<file path="src/qsle_pkg.sv">
`timescale 1ns / 1ps
// qsle_pkg: shared types and constants of the quicksort engine
// depends on nothing; imported by qsle_ram users and the top level
package qsle_pkg;

    localparam int CAPACITY = 64;
    localparam int IDX_W    = $clog2(CAPACITY);
    localparam int CNT_W    = $clog2(CAPACITY + 1);
    localparam int VAL_W    = 32;
    localparam int ENT_W    = 2 * IDX_W;

    typedef struct packed {
        logic signed [VAL_W-1:0] value;
        logic                    last;
    } t_in;

    typedef struct packed {
        logic signed [VAL_W-1:0] sorted_value;
        logic                    final_res;
        logic                    overflow;
    } t_out;

    typedef enum logic [3:0] {
        S_LOAD,
        S_INIT,
        S_POP,
        S_RANGE,
        S_PIV,
        S_RDJ,
        S_CMP,
        S_SWP1,
        S_SWP2,
        S_FS0,
        S_FS1,
        S_FS2,
        S_PUSH1,
        S_PUSH2,
        S_ORD
    } t_state;

endpackage

</file>
<file path="src/quicksort_lomuto_engine_unit.sv">
`timescale 1ns / 1ps
// one element is accepted per cycle while idle; after the closing element the sort scans
// each range, swaps elements where needed, places the pivot and pushes the subranges;
// results then stream one per cycle; busy stays high from the closing transaction
// until the final result strobe; throughput is set by the single read port of the store
// reset: synchronous active-low i_rst_n empties the set; the receiver cannot stall
//
// quicksort_lomuto_engine_unit: element store, range stack and the sort sequencer
// depends on qsle_pkg and qsle_ram
module quicksort_lomuto_engine_unit (
    input  logic           i_clk,
    input  logic           i_rst_n,
    input  logic           start,
    input  qsle_pkg::t_in  i_item,
    output logic           busy,
    output logic           o_strobe,
    output qsle_pkg::t_out o_result
);
    import qsle_pkg::*;

    // sequencer state
    t_state r_state, n_state;

    // set bookkeeping
    logic [CNT_W-1:0] r_count, n_count;
    logic [CNT_W-1:0] r_sp, n_sp;
    logic             r_dropped, n_dropped;

    // current partition
    logic [IDX_W-1:0] r_lo, n_lo;
    logic [IDX_W-1:0] r_hi, n_hi;
    logic [IDX_W-1:0] r_j, n_j;
    logic [IDX_W-1:0] r_dest, n_dest;
    logic [IDX_W-1:0] r_k, n_k;
    logic [VAL_W-1:0] r_pivot, n_pivot;
    logic [VAL_W-1:0] r_vj, n_vj;
    logic [VAL_W-1:0] r_vd, n_vd;

    // result strobe and flags that travel with the registered read data
    logic r_strobe, n_strobe;
    logic r_final, n_final;
    logic r_ovf, n_ovf;

    // element store ports
    logic             st_we;
    logic [IDX_W-1:0] st_waddr;
    logic [VAL_W-1:0] st_wdata;
    logic [IDX_W-1:0] st_raddr;
    logic [VAL_W-1:0] st_rdata;

    // range stack ports
    logic             rs_we;
    logic [IDX_W-1:0] rs_waddr;
    logic [ENT_W-1:0] rs_wdata;
    logic [IDX_W-1:0] rs_raddr;
    logic [ENT_W-1:0] rs_rdata;

    // helpers
    logic             w_accept;
    logic             w_room;
    logic             w_less;
    logic             w_scan_end;
    logic [CNT_W-1:0] w_cnt_m1;
    logic [CNT_W-1:0] w_sp_m1;
    logic [IDX_W-1:0] w_ent_lo;
    logic [IDX_W-1:0] w_ent_hi;
    logic             w_skip;
    logic             w_push_left;
    logic             w_push_right;
    logic             w_stack_room;
    logic             w_out_last;
    logic [IDX_W-1:0] w_dest_m1;
    logic [IDX_W-1:0] w_dest_p1;

    qsle_ram #(
        .WIDTH (VAL_W),
        .DEPTH (CAPACITY)
    ) u_store (
        .i_clk   (i_clk),
        .i_we    (st_we),
        .i_waddr (st_waddr),
        .i_wdata (st_wdata),
        .i_raddr (st_raddr),
        .o_rdata (st_rdata)
    );

    qsle_ram #(
        .WIDTH (ENT_W),
        .DEPTH (CAPACITY)
    ) u_stack (
        .i_clk   (i_clk),
        .i_we    (rs_we),
        .i_waddr (rs_waddr),
        .i_wdata (rs_wdata),
        .i_raddr (rs_raddr),
        .o_rdata (rs_rdata)
    );

    assign busy     = (r_state != S_LOAD);
    assign w_accept = start && !busy;
    assign w_room   = (r_count < CNT_W'(CAPACITY));

    // the one shared compare: scanned element against the pivot, signed
    assign w_less = ($signed(st_rdata) < $signed(r_pivot));

    // scan ends when j reaches hi
    assign w_scan_end = (({1'b0, r_j} + CNT_W'(1)) == {1'b0, r_hi});

    assign w_cnt_m1 = r_count - CNT_W'(1);
    assign w_sp_m1  = r_sp - CNT_W'(1);

    // stack entry: lo in the upper half, hi in the lower half
    assign w_ent_lo = rs_rdata[ENT_W-1:IDX_W];
    assign w_ent_hi = rs_rdata[IDX_W-1:0];
    assign w_skip   = ({1'b0, w_ent_hi} >= r_count) || (w_ent_lo >= w_ent_hi);

    // only ranges of two or more elements are pushed
    assign w_push_left  = (({1'b0, r_lo} + CNT_W'(1)) < {1'b0, r_dest});
    assign w_push_right = (({1'b0, r_dest} + CNT_W'(1)) < {1'b0, r_hi});
    assign w_stack_room = (r_sp < CNT_W'(CAPACITY));
    assign w_dest_m1    = r_dest - IDX_W'(1);
    assign w_dest_p1    = r_dest + IDX_W'(1);

    assign w_out_last = ({1'b0, r_k} == w_cnt_m1);

    // next state
    always_comb begin
        n_state = r_state;
        unique case (r_state)
            S_LOAD: begin
                if (w_accept && i_item.last) begin
                    n_state = S_INIT;
                end
            end
            S_INIT: begin
                if (r_count == '0) begin
                    n_state = S_LOAD;
                end else if (r_count == CNT_W'(1)) begin
                    n_state = S_ORD;
                end else begin
                    n_state = S_POP;
                end
            end
            S_POP: begin
                n_state = (r_sp == '0) ? S_ORD : S_RANGE;
            end
            S_RANGE: begin
                n_state = w_skip ? S_POP : S_PIV;
            end
            S_PIV: begin
                n_state = S_RDJ;
            end
            S_RDJ: begin
                n_state = S_CMP;
            end
            S_CMP: begin
                if (w_less && (r_dest != r_j)) begin
                    n_state = S_SWP1;
                end else begin
                    n_state = w_scan_end ? S_FS0 : S_RDJ;
                end
            end
            S_SWP1: begin
                n_state = S_SWP2;
            end
            S_SWP2: begin
                n_state = w_scan_end ? S_FS0 : S_RDJ;
            end
            S_FS0: begin
                n_state = (r_dest == r_hi) ? S_PUSH1 : S_FS1;
            end
            S_FS1: begin
                n_state = S_FS2;
            end
            S_FS2: begin
                n_state = S_PUSH1;
            end
            S_PUSH1: begin
                n_state = S_PUSH2;
            end
            S_PUSH2: begin
                n_state = S_POP;
            end
            S_ORD: begin
                if (w_out_last) begin
                    n_state = S_LOAD;
                end
            end
            default: begin
                n_state = S_LOAD;
            end
        endcase
    end

    // datapath and memory controls
    always_comb begin
        n_count   = r_count;
        n_sp      = r_sp;
        n_dropped = r_dropped;
        n_lo      = r_lo;
        n_hi      = r_hi;
        n_j       = r_j;
        n_dest    = r_dest;
        n_k       = r_k;
        n_pivot   = r_pivot;
        n_vj      = r_vj;
        n_vd      = r_vd;
        n_strobe  = 1'b0;
        n_final   = r_final;
        n_ovf     = r_ovf;

        st_we    = 1'b0;
        st_waddr = r_count[IDX_W-1:0];
        st_wdata = i_item.value;
        st_raddr = r_j;

        rs_we    = 1'b0;
        rs_waddr = r_sp[IDX_W-1:0];
        rs_wdata = {r_lo, w_dest_m1};
        rs_raddr = w_sp_m1[IDX_W-1:0];

        unique case (r_state)
            S_LOAD: begin
                // store the element, or drop it when the set is full
                if (w_accept) begin
                    if (w_room) begin
                        st_we   = 1'b1;
                        n_count = r_count + CNT_W'(1);
                    end else begin
                        n_dropped = 1'b1;
                    end
                end
            end
            S_INIT: begin
                n_k  = '0;
                n_sp = '0;
                if (r_count == '0) begin
                    n_dropped = 1'b0;
                end else if (r_count != CNT_W'(1)) begin
                    // whole set is the first range
                    rs_we    = 1'b1;
                    rs_waddr = '0;
                    rs_wdata = {IDX_W'(0), w_cnt_m1[IDX_W-1:0]};
                    n_sp     = CNT_W'(1);
                end
            end
            S_POP: begin
                n_k = '0;
                if (r_sp != '0) begin
                    n_sp = w_sp_m1;
                end
            end
            S_RANGE: begin
                n_lo     = w_ent_lo;
                n_hi     = w_ent_hi;
                n_j      = w_ent_lo;
                n_dest   = w_ent_lo;
                st_raddr = w_ent_hi;
            end
            S_PIV: begin
                n_pivot = st_rdata;
            end
            S_RDJ: begin
                st_raddr = r_j;
            end
            S_CMP: begin
                n_vj = st_rdata;
                if (w_less && (r_dest != r_j)) begin
                    st_raddr = r_dest;
                end else begin
                    if (w_less) begin
                        n_dest = w_dest_p1;
                    end
                    n_j = r_j + IDX_W'(1);
                end
            end
            S_SWP1: begin
                // element at j moves down to dest
                n_vd     = st_rdata;
                st_we    = 1'b1;
                st_waddr = r_dest;
                st_wdata = r_vj;
            end
            S_SWP2: begin
                st_we    = 1'b1;
                st_waddr = r_j;
                st_wdata = r_vd;
                n_dest   = w_dest_p1;
                n_j      = r_j + IDX_W'(1);
            end
            S_FS0: begin
                st_raddr = r_dest;
            end
            S_FS1: begin
                // element at dest moves up to hi; the pivot then goes to dest, its final place
                st_we    = 1'b1;
                st_waddr = r_hi;
                st_wdata = st_rdata;
            end
            S_FS2: begin
                st_we    = 1'b1;
                st_waddr = r_dest;
                st_wdata = r_pivot;
            end
            S_PUSH1: begin
                if (w_push_left && w_stack_room) begin
                    rs_we    = 1'b1;
                    rs_wdata = {r_lo, w_dest_m1};
                    n_sp     = r_sp + CNT_W'(1);
                end
            end
            S_PUSH2: begin
                if (w_push_right && w_stack_room) begin
                    rs_we    = 1'b1;
                    rs_wdata = {w_dest_p1, r_hi};
                    n_sp     = r_sp + CNT_W'(1);
                end
            end
            S_ORD: begin
                // stream the sorted store; flags are registered alongside the read data
                st_raddr = r_k;
                n_strobe = 1'b1;
                n_final  = w_out_last;
                n_ovf    = r_dropped;
                if (w_out_last) begin
                    n_count   = '0;
                    n_sp      = '0;
                    n_dropped = 1'b0;
                end else begin
                    n_k = r_k + IDX_W'(1);
                end
            end
            default: begin
                n_strobe = 1'b0;
            end
        endcase
    end

    always_ff @(posedge i_clk) begin
        if (!i_rst_n) begin
            r_state   <= S_LOAD;
            r_count   <= '0;
            r_sp      <= '0;
            r_dropped <= 1'b0;
            r_strobe  <= 1'b0;
        end else begin
            r_state   <= n_state;
            r_count   <= n_count;
            r_sp      <= n_sp;
            r_dropped <= n_dropped;
            r_strobe  <= n_strobe;
        end
    end

    always_ff @(posedge i_clk) begin
        r_lo    <= n_lo;
        r_hi    <= n_hi;
        r_j     <= n_j;
        r_dest  <= n_dest;
        r_k     <= n_k;
        r_pivot <= n_pivot;
        r_vj    <= n_vj;
        r_vd    <= n_vd;
        r_final <= n_final;
        r_ovf   <= n_ovf;
    end

    assign o_strobe              = r_strobe;
    assign o_result.sorted_value = st_rdata;
    assign o_result.final_res    = r_final;
    assign o_result.overflow     = r_ovf;

    // the final result closes the run
    a_final_ends_run: assert property (@(posedge i_clk) disable iff (!i_rst_n)
        (o_strobe && o_result.final_res) |=> !o_strobe)
        else $error("result strobe after final result");

    // pending ranges are disjoint, so the stack never holds more than half the set
    a_stack_bound: assert property (@(posedge i_clk) disable iff (!i_rst_n)
        r_sp <= CNT_W'(CAPACITY / 2))
        else $error("range stack deeper than expected");

    // scan invariant of the partition
    a_dest_behind_j: assert property (@(posedge i_clk) disable iff (!i_rst_n)
        (r_state == S_CMP) |-> (r_dest <= r_j))
        else $error("partition dest passed scan index");

    // an element offered to a full set marks the set as overflowed
    a_drop_flag: assert property (@(posedge i_clk) disable iff (!i_rst_n)
        (start && !busy && (r_count == CNT_W'(CAPACITY))) |=> r_dropped)
        else $error("dropped element not flagged");

endmodule

</file>
<file path="src/qsle_ram.sv">
`timescale 1ns / 1ps
// qsle_ram: generic simple dual-port ram, one write and one registered read
// depends on nothing
module qsle_ram #(
    parameter int WIDTH = 32,
    parameter int DEPTH = 64
) (
    input  logic                     i_clk,
    input  logic                     i_we,
    input  logic [$clog2(DEPTH)-1:0] i_waddr,
    input  logic [WIDTH-1:0]         i_wdata,
    input  logic [$clog2(DEPTH)-1:0] i_raddr,
    output logic [WIDTH-1:0]         o_rdata
);

    logic [WIDTH-1:0] r_mem [DEPTH];
    logic [WIDTH-1:0] r_rdata;

    always_ff @(posedge i_clk) begin
        if (i_we) begin
            r_mem[i_waddr] <= i_wdata;
        end
        r_rdata <= r_mem[i_raddr];
    end

    assign o_rdata = r_rdata;

endmodule
</file>
<file path="config.mk">
export PLATFORM = sky130hd
export DESIGN_NAME = quicksort_lomuto_engine_unit
export DESIGN_NICKNAME = d
export VERILOG_FILES = /design/src/qsle_pkg.sv /design/src/quicksort_lomuto_engine_unit.sv /design/src/qsle_ram.sv
export SDC_FILE = /design/constraint.sdc
export NUM_CORES = 2
export LEC_CHECK = 0
export BUFFER_PORTS_ARGS = -buffer_cell sky130_fd_sc_hd__buf_2
export CAP_MARGIN = 20
export CORE_UTILIZATION = 45
export CTS_CLUSTER_SIZE = 10
export DETAILED_ROUTE_END_ITERATION = 10
export HOLD_SLACK_MARGIN = 0.05
export PLACE_DENSITY = 0.56
export SLEW_MARGIN = 5
export SYNTH_ARGS = -nofsm -noshare
export SYNTH_HDL_FRONTEND = slang
export SYNTH_SLANG_ARGS = --single-unit
</file>
<file path="constraint.sdc">
create_clock -name i_clk -period 7.1 [get_ports i_clk]
set_input_delay 0.71 -clock i_clk [delete_from_list [all_inputs] [get_ports i_clk]]
set_output_delay 0.71 -clock i_clk [all_outputs]
set_load 0.02 [all_outputs]
</file>
==> impl_metrics.ini <==
[yosys]
yosysWarnings = 0
netlist_area_sq_um = 118000
seq_area_frac_synth = 0.759
synth_top_area_cell = edfxtp_1
synth-seq-cells = 3008
synth_area_leaders = edfxtp_1 75%, nand2_1 5.0%, mux4_2 4.8%
synth.distinct_cells = 76
syn_area_per_cell_sq_um = 15.6
netlist.area_leader.share = 0.748
synthFlopType = edfxtp_1
synth_nets = 7691
synth_edf_count = 2944
syn-instance-count = 7590
synthArstFlopShare = 0

[sta]
period_share = 0.961
skew_ns = 0.0817
hold_violations = 0
clock.fmax_mhz = 147
holdWs_ns = 0.197
slew_violations = 0
setup_viol = 0
period_needed_ns = 6.82
max_slew.worst_pin.slew_ns = 1.15
tns_ns = 0
slew-limit-headroom = 0.232
grt_setup_unrepaired = no

[drt]
ant_nets = 0
drt_wl_total_mm = 349
avgViaCountPerCell = 5.98
first_pass_iters = 6
drcViolationCount = 0
drtIter0Drc = 7736
routedWlPerCell_um = 30.0
vias = 69400

[cts]
cts_buffer_depth = 4
post-cts-setup-buffers = 0
cts_made_buffers = 350
cts_max_level = 5
cts.reportedPaths.clkPinSlew_ns = 0.06
cts_tree = done
root_buffer = clkbuf_16
cts_resized = 0
holdBufCountCts = 0
insertion_delay_ns = 0.90
clkSinkCount = 3008

[place]
post_dp_cell_area_sq_um = 125000
gp_congestion = 0.902
place_hpwl_mm = 207
portBuffers = 71

[floorplan]
num_rows = 187
die_y_um = 514
die_w_um = 514
coreArea_sq_um = 260000
io_pins = 72
dieArea_sq_um = 265000
floorplan.initialDensity = 0.454

[grt]
grt_pass1_wl_mm = 497
grt_max_degree = 104
use_met2 = 0.426
grt_pass1_vias = 68200
grt_util_all_layers = 0.261
gr-total-overflow = 0
busiest_layer = met2
antenna_found_initial = 8
met1_usage = 0.343
met3_usage = 0.0353

[critical_path]
max_stage_delay_ns = 0.76
slowest_stage = dfxtp_1
path_class = register to register
crit_buf_inv = 2
critical_path.max_fanout = 40
path_cells = ha_1, nand4_1, or4_1, o22ai_1, o21ai_0, nand4_2, o311ai_2, and2_4, buf_12, buf_12, mux2i_1, a32oi_1, and3_1, a31oi_1, nand4_1
cp.required_ns = 7.73
start_kind = register
cp.arrival_ns = 7.45
end_kind = register
path_delay_family = simple AND/OR/NAND/NOR gates

[power_and_ir_drop]
leakagePower_uw = 0.0442
report.power.total_uw = 53200
p_per_area_nw_per_um2 = 393
ir_drop_v = 0.000346

[status]
status = finished clean

[run]
max_cap_viol_count = 0

[finish]
finish.net_count = 8021
layout-drive-gt1-share = 0.150
syn_to_final_growth_pct = 14.5
final_cell_area_sq_um = 135000
layout_commonest_cell = edfxtp_1
layout_common_cells = 2944 x edfxtp_1, 1581 x nand2_1, 415 x a21oi_1

[hold_path]
holdCritPathClass = primary input to register
[final timing paths]
| check | start | to | slack (ns) | cells after the start |
|---|---|---|---|---|
| max | u_store.o_rdata[25] | u_store.o_rdata[5] | 0.28 | 15 |
| min | start | r_dropped | 0.20 | 3 |
| max reg2reg | u_store.o_rdata[25] | u_store.o_rdata[5] | 0.28 | 15 |
| min reg2reg | u_stack.o_rdata[5] | r_hi[5] | 0.51 | 0 |
[cell families (layout without fill, tap and decap cells)]
logic type	count (synthesis)	count (layout)	synth area share
other	0	19	0
flip-flops	3008	3008	0.759
AO/OA/AOI/OAI	1080	1080	0.0597
buffers and inverters	528	1035	0.0205
XOR/XNOR	57	57	0.00423
adder cells (fa/ha/maj)	65	65	0.00688
AND/OR/NAND/NOR	2434	2434	0.0875
multiplexers	418	418	0.0621
[state kept, by name, summed over array words and instances, names as in the netlist, 7 cells and up]
name and flops:
u_stack.r_mem 768, r_vj 32, r_vd 32, u_stack.o_rdata 12, r_pivot 32, u_store.r_mem 2048, u_store.o_rdata 32, r_count 7
r_sp 7
[final cells by class]
class | count | area [sq um]
inverters | 71 | 267
diodes | 19 | 47.5
clock buffers | 500 | 9430
clock inverters | 29 | 384
well taps | 3496 | 4370
repair buffers | 435 | 3830
flip-flops and latches | 3008 | 89700
multi-input cells | 4054 | 27300
fillers | 21300 | 125000
[per-stage QoR]
step | utilization | setup WS (ns) | instances
after detailed placement | 0.481 | 0.341 | 11100
after floorplan | - | 1.44 | 7590
after CTS | 0.519 | 0.356 | 11600
after global placement | 0.481 | 0.389 | 11100
final | 0.520 | 0.275 | 11600
after global routing | 0.520 | 0.301 | 11600
[layer usage]
metal	wire, um	vias to the layer above	share of wire
li1	-	29900	-
met1	139000	35900	0.40
met2	168000	2940	0.48
met3	23100	674	0.066
met4	18900	4	0.054
met5	27	-	0.000077
[Yosys cell counts, types with 7 or more instances]
cell type     n
o22ai_1       9
ha_1         65
a31oi_1     227
o21ai_0      36
a22oi_1      95
buf_2       183
o21a_1        9
edfxtp_1   2944
or4_1         7
a21oi_1     416
nand2b_1     13
nand2_1    1582
nor3_1       19
dfxtp_1      64
nor2_1      221
and2_1        9
nand4_1      79
buf_4        37
nor2b_1      10
a221o_1       7
xnor2_1      38
xor2_1       19
inv_1        70
a21boi_0     14
nand3_1     363
clkbuf_1    169
buf_1        59
and3_1       79
mux2i_1     164
a222oi_1      7
mux4_2      252
and4_1       29
buf_6         9
a32oi_1     203
[tightest hold or removal path: cells and delay by family]
kind	cells	cell delay [ns]
compound gates	1	0.09
simple gates	1	0.09
buf+inv	1	0.14
[where the power goes]
group	leakage [uW]	switching [uW]	internal, uW	total, uW
clock network	0.00473	6790	9200	16000
registers	0.0270	712	22100	22800
logic	0.0125	10100	4340	14400
Power figures use the tool's default switching activity.
